`src/design/rpn_pkg.sv`:
```
// Package: token and result types, opcodes, status codes and control structs.
`default_nettype none
package rpn_pkg;

  localparam logic [2:0] OP_PUSH   = 3'd0;
  localparam logic [2:0] OP_ADD    = 3'd1;
  localparam logic [2:0] OP_SUB    = 3'd2;
  localparam logic [2:0] OP_MUL    = 3'd3;
  localparam logic [2:0] OP_DIV    = 3'd4;
  localparam logic [2:0] OP_FINISH = 3'd5;

  localparam logic [1:0] ST_OK    = 2'd0;
  localparam logic [1:0] ST_UNDER = 2'd1;
  localparam logic [1:0] ST_OVER  = 2'd2;

  typedef struct packed {
    logic [2:0]         opcode;
    logic signed [31:0] operand_value;
  } token_t;

  typedef struct packed {
    logic signed [31:0] top_value;
    logic [4:0]         stack_depth;
    logic [1:0]         status;
  } result_t;

  typedef struct packed {
    logic capture;
    logic exec;
    logic start;
    logic wr_result;
    logic load_out;
  } dp_cmd_t;

  typedef struct packed {
    logic iter_op;
    logic unit_busy;
    logic out_free;
  } dp_stat_t;

endpackage
`default_nettype wire

```
`src/design/rpn_muldiv.sv`:
```
// Iterative radix-2 multiply and signed divide unit, one bit per cycle.
`default_nettype none
module rpn_muldiv #(
  parameter int W = 32
) (
  input  wire logic         clk,
  input  wire logic         rst,
  input  wire logic         start,
  input  wire logic         is_div,
  input  wire logic [W-1:0] a,
  input  wire logic [W-1:0] b,
  output logic              busy,
  output logic [W-1:0]      result
);

  localparam int CW = $clog2(W);
  localparam logic [CW-1:0] LAST = CW'(W - 1);

  logic [CW-1:0] cnt;
  logic          div_mode;
  logic          neg;
  logic          divz;
  logic [W-1:0]  x;
  logic [W-1:0]  y;
  logic [W-1:0]  acc;
  logic [W:0]    rem_sh;
  logic [W:0]    rem_diff;
  logic          qbit;

  function automatic logic [W-1:0] mag(input logic [W-1:0] v);
    return v[W-1] ? (~v + W'(1)) : v;
  endfunction

  assign rem_sh   = {acc, x[W-1]};
  assign rem_diff = rem_sh - {1'b0, y};
  assign qbit     = !rem_diff[W];

  always_ff @(posedge clk) begin
    if (rst) begin
      busy <= 1'b0;
      cnt  <= '0;
    end else if (start) begin
      busy <= 1'b1;
      cnt  <= '0;
    end else if (busy) begin
      cnt <= cnt + CW'(1);
      if (cnt == LAST) begin
        busy <= 1'b0;
      end
    end
  end

  always_ff @(posedge clk) begin
    if (start) begin
      div_mode <= is_div;
      acc      <= '0;
      if (is_div) begin
        x    <= mag(a);
        y    <= mag(b);
        neg  <= a[W-1] ^ b[W-1];
        divz <= (b == '0);
      end else begin
        x    <= a;
        y    <= b;
        neg  <= 1'b0;
        divz <= 1'b0;
      end
    end else if (busy) begin
      if (div_mode) begin
        if (qbit) begin
          acc <= rem_diff[W-1:0];
        end else begin
          acc <= rem_sh[W-1:0];
        end
        x <= {x[W-2:0], qbit};
      end else begin
        if (y[0]) begin
          acc <= acc + x;
        end
        x <= {x[W-2:0], 1'b0};
        y <= {1'b0, y[W-1:1]};
      end
    end
  end

  always_comb begin
    if (!div_mode) begin
      result = acc;
    end else if (divz) begin
      result = '0;
    end else if (neg) begin
      result = ~x + W'(1);
    end else begin
      result = x;
    end
  end

endmodule
`default_nettype wire

```
`src/design/rpn_datapath.sv`:
```
// Datapath: operand stack memory, top cache, stack pointer, ALU and result register.
`default_nettype none
module rpn_datapath #(
  parameter int STACK_DEPTH = 16,
  parameter int DATA_WIDTH  = 32
) (
  input  wire logic             clk,
  input  wire logic             rst,
  input  wire rpn_pkg::dp_cmd_t ctl,
  output rpn_pkg::dp_stat_t     stat,
  input  wire rpn_pkg::token_t  token,
  output rpn_pkg::result_t      result,
  output logic                  result_valid,
  input  wire logic             result_stall
);
  import rpn_pkg::*;

  localparam int AW = (STACK_DEPTH > 1) ? $clog2(STACK_DEPTH) : 1;
  localparam int PW = $clog2(STACK_DEPTH + 1);
  localparam logic [PW-1:0] DEPTH_MAX = PW'(STACK_DEPTH);
  localparam logic [PW-1:0] ONE       = PW'(1);
  localparam logic [PW-1:0] TWO       = PW'(2);

  logic [DATA_WIDTH-1:0] mem [STACK_DEPTH];
  logic [DATA_WIDTH-1:0] rd_data;
  logic [DATA_WIDTH-1:0] top;
  logic [PW-1:0]         sp;
  logic [2:0]            op;
  logic [DATA_WIDTH-1:0] val;
  logic                  res_finish;
  logic [DATA_WIDTH-1:0] res_pop;
  logic [1:0]            res_status;

  logic                  have_one;
  logic                  have_two;
  logic                  has_room;
  logic [DATA_WIDTH-1:0] a_opnd;
  logic [DATA_WIDTH-1:0] b_opnd;
  logic [PW-1:0]         sp_res;
  logic [DATA_WIDTH-1:0] alu_r;
  logic [DATA_WIDTH-1:0] unit_result;
  logic                  unit_busy;
  logic                  wr_en;
  logic [AW-1:0]         wr_addr;
  logic [DATA_WIDTH-1:0] wr_data;

  assign have_one = (sp != '0);
  assign have_two = (sp >= TWO);
  assign has_room = (sp != DEPTH_MAX);
  assign b_opnd   = have_one ? top : '1;
  assign a_opnd   = have_two ? rd_data : '1;
  assign sp_res   = have_two ? (sp - ONE) : ONE;
  assign alu_r    = (op == OP_ADD) ? (a_opnd + b_opnd) : (a_opnd - b_opnd);

  rpn_muldiv #(
    .W(DATA_WIDTH)
  ) u_muldiv (
    .clk   (clk),
    .rst   (rst),
    .start (ctl.start),
    .is_div(op == OP_DIV),
    .a     (a_opnd),
    .b     (b_opnd),
    .busy  (unit_busy),
    .result(unit_result)
  );

  always_comb begin
    wr_en   = 1'b0;
    wr_addr = AW'(sp);
    wr_data = val;
    if (ctl.exec) begin
      case (op)
        OP_PUSH: begin
          wr_en = has_room;
        end
        OP_ADD, OP_SUB: begin
          wr_en   = 1'b1;
          wr_addr = AW'(sp_res - ONE);
          wr_data = alu_r;
        end
        default: begin
          wr_en = 1'b0;
        end
      endcase
    end
    if (ctl.wr_result) begin
      wr_en   = 1'b1;
      wr_addr = AW'(sp - ONE);
      wr_data = unit_result;
    end
  end

  always_ff @(posedge clk) begin
    if (wr_en) begin
      mem[wr_addr] <= wr_data;
    end
    if (ctl.capture && have_two) begin
      rd_data <= mem[AW'(sp - TWO)];
    end
  end

  always_ff @(posedge clk) begin
    if (rst) begin
      sp           <= '0;
      result_valid <= 1'b0;
    end else begin
      if (ctl.exec) begin
        case (op)
          OP_PUSH: begin
            if (has_room) begin
              sp <= sp + ONE;
            end
          end
          OP_ADD, OP_SUB, OP_MUL, OP_DIV: begin
            sp <= sp_res;
          end
          OP_FINISH: begin
            if (have_one) begin
              sp <= sp - ONE;
            end
          end
          default: begin
            sp <= sp;
          end
        endcase
      end
      if (ctl.load_out) begin
        result_valid <= 1'b1;
      end else if (!result_stall) begin
        result_valid <= 1'b0;
      end
    end
  end

  always_ff @(posedge clk) begin
    if (ctl.capture) begin
      op  <= token.opcode;
      val <= DATA_WIDTH'(token.operand_value);
    end
    if (ctl.exec) begin
      res_finish <= 1'b0;
      res_status <= ST_OK;
      case (op)
        OP_PUSH: begin
          if (has_room) begin
            top <= val;
          end else begin
            res_status <= ST_OVER;
          end
        end
        OP_ADD, OP_SUB: begin
          top <= alu_r;
          if (!have_two) begin
            res_status <= ST_UNDER;
          end
        end
        OP_MUL, OP_DIV: begin
          if (!have_two) begin
            res_status <= ST_UNDER;
          end
        end
        OP_FINISH: begin
          res_finish <= 1'b1;
          res_pop    <= b_opnd;
          top        <= rd_data;
          if (!have_one) begin
            res_status <= ST_UNDER;
          end
        end
        default: begin
          res_status <= ST_OK;
        end
      endcase
    end
    if (ctl.wr_result) begin
      top <= unit_result;
    end
    if (ctl.load_out) begin
      result.top_value   <= 32'(res_finish ? res_pop : (have_one ? top : '0));
      result.stack_depth <= 5'(sp);
      result.status      <= res_status;
    end
  end

  always_comb begin
    stat.iter_op   = op inside {OP_MUL, OP_DIV};
    stat.unit_busy = unit_busy;
    stat.out_free  = !result_valid || !result_stall;
  end

endmodule
`default_nettype wire

```
`src/design/rpn_controller.sv`:
```
// Controller: sequences capture, execute, iterate, write-back and result transfer.
`default_nettype none
module rpn_controller (
  input  wire logic              clk,
  input  wire logic              rst,
  input  wire logic              token_valid,
  output logic                   token_stall,
  output rpn_pkg::dp_cmd_t       ctl,
  input  wire rpn_pkg::dp_stat_t stat
);
  import rpn_pkg::*;

  typedef enum logic [4:0] {
    S_IDLE  = 5'b00001,
    S_EXEC  = 5'b00010,
    S_ITER  = 5'b00100,
    S_WRITE = 5'b01000,
    S_DONE  = 5'b10000
  } state_t;

  state_t state;
  state_t state_next;

  always_ff @(posedge clk) begin
    if (rst) begin
      state <= S_IDLE;
    end else begin
      state <= state_next;
    end
  end

  always_comb begin
    state_next    = state;
    ctl           = '0;
    token_stall   = (state != S_IDLE);
    case (state)
      S_IDLE: begin
        if (token_valid) begin
          ctl.capture = 1'b1;
          state_next  = S_EXEC;
        end
      end
      S_EXEC: begin
        ctl.exec   = 1'b1;
        ctl.start  = stat.iter_op;
        state_next = stat.iter_op ? S_ITER : S_DONE;
      end
      S_ITER: begin
        if (!stat.unit_busy) begin
          state_next = S_WRITE;
        end
      end
      S_WRITE: begin
        ctl.wr_result = 1'b1;
        state_next    = S_DONE;
      end
      S_DONE: begin
        if (stat.out_free) begin
          ctl.load_out = 1'b1;
          state_next   = S_IDLE;
        end
      end
      default: begin
        state_next = S_IDLE;
      end
    endcase
  end

endmodule
`default_nettype wire

```
`src/design/rpn_stack_calculator_unit.sv`:
```
// Top level: reverse-Polish integer evaluator with operand stack.
//
// One token is taken at a time and gives one result. Push, add, subtract,
// finish and the unused opcodes pass through the capture, execute and done
// states; multiply and divide also pass through the iterate and write states,
// using the shared radix-2 unit that resolves one bit per cycle.
// The stack lives in a single-write, registered-read memory that is read at
// most once per token for the entry below the top; the top entry is cached in
// a register. The memory has no clearing pass after reset. A waiting result
// sits in an output register while the next token is taken.
`default_nettype none
module rpn_stack_calculator_unit #(
  parameter int STACK_DEPTH = 16,
  parameter int DATA_WIDTH  = 32
) (
  input  wire logic            clk,
  input  wire logic            rst,
  input  wire logic            token_valid,
  output logic                 token_stall,
  input  wire rpn_pkg::token_t token,
  output logic                 result_valid,
  input  wire logic            result_stall,
  output rpn_pkg::result_t     result
);
  import rpn_pkg::*;

  dp_cmd_t  ctl;
  dp_stat_t stat;

  rpn_controller u_ctrl (
    .clk        (clk),
    .rst        (rst),
    .token_valid(token_valid),
    .token_stall(token_stall),
    .ctl        (ctl),
    .stat       (stat)
  );

  rpn_datapath #(
    .STACK_DEPTH(STACK_DEPTH),
    .DATA_WIDTH (DATA_WIDTH)
  ) u_dp (
    .clk         (clk),
    .rst         (rst),
    .ctl         (ctl),
    .stat        (stat),
    .token       (token),
    .result      (result),
    .result_valid(result_valid),
    .result_stall(result_stall)
  );

endmodule
`default_nettype wire

```
`config.mk`:
```
export PLATFORM = sky130hd
export DESIGN_NAME = rpn_stack_calculator_unit
export DESIGN_NICKNAME = d
export VERILOG_FILES = /design/src/design/rpn_pkg.sv /design/src/design/rpn_muldiv.sv /design/src/design/rpn_datapath.sv /design/src/design/rpn_controller.sv /design/src/design/rpn_stack_calculator_unit.sv
export SDC_FILE = /design/constraint.sdc
export NUM_CORES = 1
export LEC_CHECK = 0
export ABC_CLOCK_PERIOD_IN_PS = 15500
export BUFFER_PORTS_ARGS = -buffer_cell sky130_fd_sc_hd__buf_2
export CAP_MARGIN = 30
export CORE_MARGIN = 2
export CORE_UTILIZATION = 39
export DETAILED_ROUTE_END_ITERATION = 10
export PLACE_DENSITY = 0.56
export SLEW_MARGIN = 20
export SYNTH_ARGS = -nofsm -noshare
export SYNTH_HDL_FRONTEND = slang
export SYNTH_SLANG_ARGS = --single-unit
```
`constraint.sdc`:
```
create_clock -name clk -period 15.5 [get_ports clk]
set_input_delay 1.55 -clock clk [delete_from_list [all_inputs] [get_ports clk]]
set_output_delay 1.55 -clock clk [all_outputs]
set_load 0.01 [all_outputs]
```
==> impl_metrics.env <==
export IMPL_dp_hpwl_mm=77.3
export IMPL_synth_seq_cells=801
export IMPL_cpPeakStageDelay_ps=920
export IMPL_netlist_area_um2=39600
export IMPL_postRouteAntennaNets=0
export IMPL_critPathSlowestCell="dfxtp_4"
export IMPL_max_freq_ghz=0.135
export IMPL_synth_nets=3158
export IMPL_grt_util_all_layers_pct=22.0
export IMPL_cts_setup_buffers=0
export IMPL_rsz0062_at_grt="no"
export IMPL_worstPathMaxFanout=45
export IMPL_stdcell_area_um2=44900
export IMPL_end_kind="flop"
export IMPL_portBuffers=79
export IMPL_synth_compound_gate_area_share_pct=11.6
export IMPL_min_path_type="reg -> reg"
export IMPL_synthXorXnorAreaFrac_pct=4.05
export IMPL_die_h_um=323
export IMPL_grt_pass1_vias=25400
export IMPL_hold_viol_final=0
export IMPL_final_max_slew_viol_count=0
export IMPL_vias=26000
export IMPL_fin_skew_ps=36.7
export IMPL_path_clk_slew_ps=60
export IMPL_synth_warning_count=0
export IMPL_clk_path_buf_depth=3
export IMPL_worstSkewPairLatency_ps=680
export IMPL_crit_chain="inv_1 > ha_1 > nor4b_4 > buf_4 > nor2_1 > ha_1 > nand3b_1 > nor3b_1 > nand3_1 > or4_1 > nor3_1 > nor2_1 > xor2_1 > ha_1 > and4_1 > and3_1 > a32oi_1 > nand3_1 > a31oi_1 > nor2b_1 > xnor2_1 > a221o_1"
export IMPL_outcome="completed"
export IMPL_hold_end="u_dp.result[1]"
export IMPL_placedCellCount=4356
export IMPL_worstPathRequired_ps=15840
export IMPL_synth_top_family_by_area="compound AO/OA/AOI/OAI gates"
export IMPL_synth_edf_count=752
export IMPL_post_route_period_util_pct=47.7
export IMPL_h_tree_depth=3
export IMPL_finalWirelength_mm=115
export IMPL_cts_buffers=88
export IMPL_max_slew_margin_pct=24.8
export IMPL_rows=116
export IMPL_firstDrtPassIters=5
export IMPL_area_growth_pct=13.4
export IMPL_grt_max_degree=94
export IMPL_dieArea_um2=104000
export IMPL_hp_start="u_dp.res_status[1]"
export IMPL_nets=3241
export IMPL_clock_sinks=801
export IMPL_tightest_slew_ps=1110
export IMPL_async_reset_ff_share_pct=0
export IMPL_synth_cell_types=85
export IMPL_avgRoutedWirePerCell_um=25.5
export IMPL_grt_overflow=0
export IMPL_start_util_pct=39.4
export IMPL_clockRootBuffer="clkbuf_16"
export IMPL_path_common_cell="ha_1"
export IMPL_viasPerCell=5.75
export IMPL_p_per_area_nw_per_um2=149
export IMPL_setup_viol_count_final=0
export IMPL_r2r_start="u_dp.sp[0]"
export IMPL_place_area_um2=41900
export IMPL_seq_area_frac_synth_pct=59.5
export IMPL_final_cells=4522
export IMPL_holdPathStages=0
export IMPL_cts_tree="built"
export IMPL_reg2reg_to="u_dp.mem[8][29]"
export IMPL_cts_hold_buf=0
export IMPL_crit_start="u_dp.sp[0]"
export IMPL_insertedDiodeCount=0
export IMPL_period_needed_ps=7390
export IMPL_drt_iter0_drc=2483
export IMPL_setup_tns_ps=0
export IMPL_gp_congestion=0.929
export IMPL_ff2ff_path_depth=22
export IMPL_yosys_most_used_dff="edfxtp_1"
export IMPL_remaining_drc_errors=0
export IMPL_power_total_mw=6.71
export IMPL_synthSimpleGateAreaFrac_pct=8.95
export IMPL_die_w_um=323
export IMPL_antenna_found_initial=1
export IMPL_ir_drop_uv=92.5
export IMPL_worstPathArrival_ps=7730
export IMPL_leakage_nw=15.1
export IMPL_max_cap_viol_count=0
export IMPL_rrSetupSlack_ps=8110
export IMPL_start_kind="flop"
export IMPL_critical_path_class="reg -> reg"
export IMPL_core_area_um2=100000
export IMPL_pin_count=80
export IMPL_synthMuxAreaShare_pct=9.93
export IMPL_post_cts_resized=0
export IMPL_drive_gt1_share_pct=16.9
export IMPL_n_fill_cell=9068
export IMPL_grt_pass1_wl_mm=170
export IMPL_syn_mean_instance_area_um2=13.2
export IMPL_syn_inst=3008
export IMPL_synthAdderAreaFrac_pct=3.56
[stage by stage]
step           setup WS (ps)  hold slack (ps)  util (%)
5_1_grt                 7460              450      44.7
4_1_cts                 8120              438      44.7
3_3_place_gp            8310              422      41.6
6_report                8110              443      44.7
3_5_place_dp            8140              425      41.7
2_1_floorplan           9020              400         -
[final cells by class]
cell class,count,area [um2],area share (%)
inverters,100,375,0.836
well taps,1357,1700,3.78
flip-flops and latches,801,23600,52.5
repair buffers,147,966,2.15
multi-input cells,1953,15300,34.1
clock inverters,60,659,1.47
clock buffers,104,2330,5.20
[kinds of logic after synthesis]
| kind of cell | after synthesis |
|---|---|
| mux | 192 |
| flops | 801 |
| buf+inv | 254 |
| simple gates | 765 |
| fa+ha+maj | 111 |
| compound gates | 702 |
| xor+xnor | 183 |
[worst max-delay path by stage]
stage / endpoint / cells after the start
3_5_place_dp: u_dp.mem[1][29] / 22
5_1_grt: u_dp.mem[11][29] / 22
4_1_cts: u_dp.mem[8][29] / 22
3_3_place_gp: u_dp.mem[0][29] / 22
6_report: u_dp.mem[8][29] / 22
2_1_floorplan: u_dp.mem[0][29] / 27
[metal layers]
metal  routed length (um)  GRT usage (%)
met1                52900           32.1
met2                53700           35.1
met3                 6640           3.02
met4                 2020           4.71
met5                    0              0
[cell usage after synthesis, types with 20 or more instances]
master,n,area [um2]
edfxtp_1,752,22600
nand2_1,282,1060
nor2_1,221,830
o21ai_0,193,966
a21oi_1,164,821
mux4_2,160,3600
clkbuf_1,130,488
xnor2_1,125,1090
ha_1,108,1350
inv_1,98,368
xor2_1,58,508
dfxtp_1,49,981
a21o_1,48,360
nand2b_1,46,288
nor3_1,46,230
nand3_1,36,180
a211oi_1,35,263
a22oi_1,28,210
mux2i_1,24,240
or3_1,23,144
o221ai_1,22,193
a221o_1,21,210
o31ai_1,21,158
a22o_1,20,175
[placed cells by master (no fill, tap or decap), types with 35 or more instances in the layout]
cell type,instances
xnor2_1,125
a21o_1,48
inv_1,97
nand2_1,282
xor2_1,57
nand2b_1,45
edfxtp_1,752
ha_1,107
nor2_1,200
a211oi_1,35
clkbuf_16,90
o21ai_0,192
nor3_1,45
mux4_2,160
a21oi_1,163
buf_2,81
dfxtp_1,47
buf_4,61
[sequential cells by signal, indices dropped and copies added, names as in the netlist]
signal and count:
u_ctrl.state 5, u_dp.top 32, u_dp.u_muldiv.div_mode 1, u_dp.mem 512
u_dp.val 32, u_dp.u_muldiv.busy 1, u_dp.u_muldiv.divz 1, u_dp.res_finish 1
u_dp.u_muldiv.y 32, u_dp.res_status 2, u_dp.result 39, u_dp.u_muldiv.acc 32
u_dp.u_muldiv.neg 1, u_dp.op 3, u_dp.result_valid 1, u_dp.u_muldiv.x 32
u_dp.sp 5, u_dp.res_pop 32, u_dp.rd_data 32, u_dp.u_muldiv.cnt 5
[critical path, delay by kind of cell, from the launching register on]
kind,cells,cell delay [ps]
and+or+nand+nor,12,3250
buffers and inverters,2,580
DFF,1,920
AOI/OAI and AO/OA,3,1010
adders and majority gates,3,980
xor gates and xnor gates,2,290
[report_power, final]
part / switching, mW / leakage, nW / internal, mW / total (mW)
combinational: 1.13 / 6.45 / 0.776 / 1.91
clock: 0.903 / 1.44 / 1.26 / 2.16
sequential: 0.128 / 7.18 / 2.51 / 2.64
(Power assumes the default switching activity.)
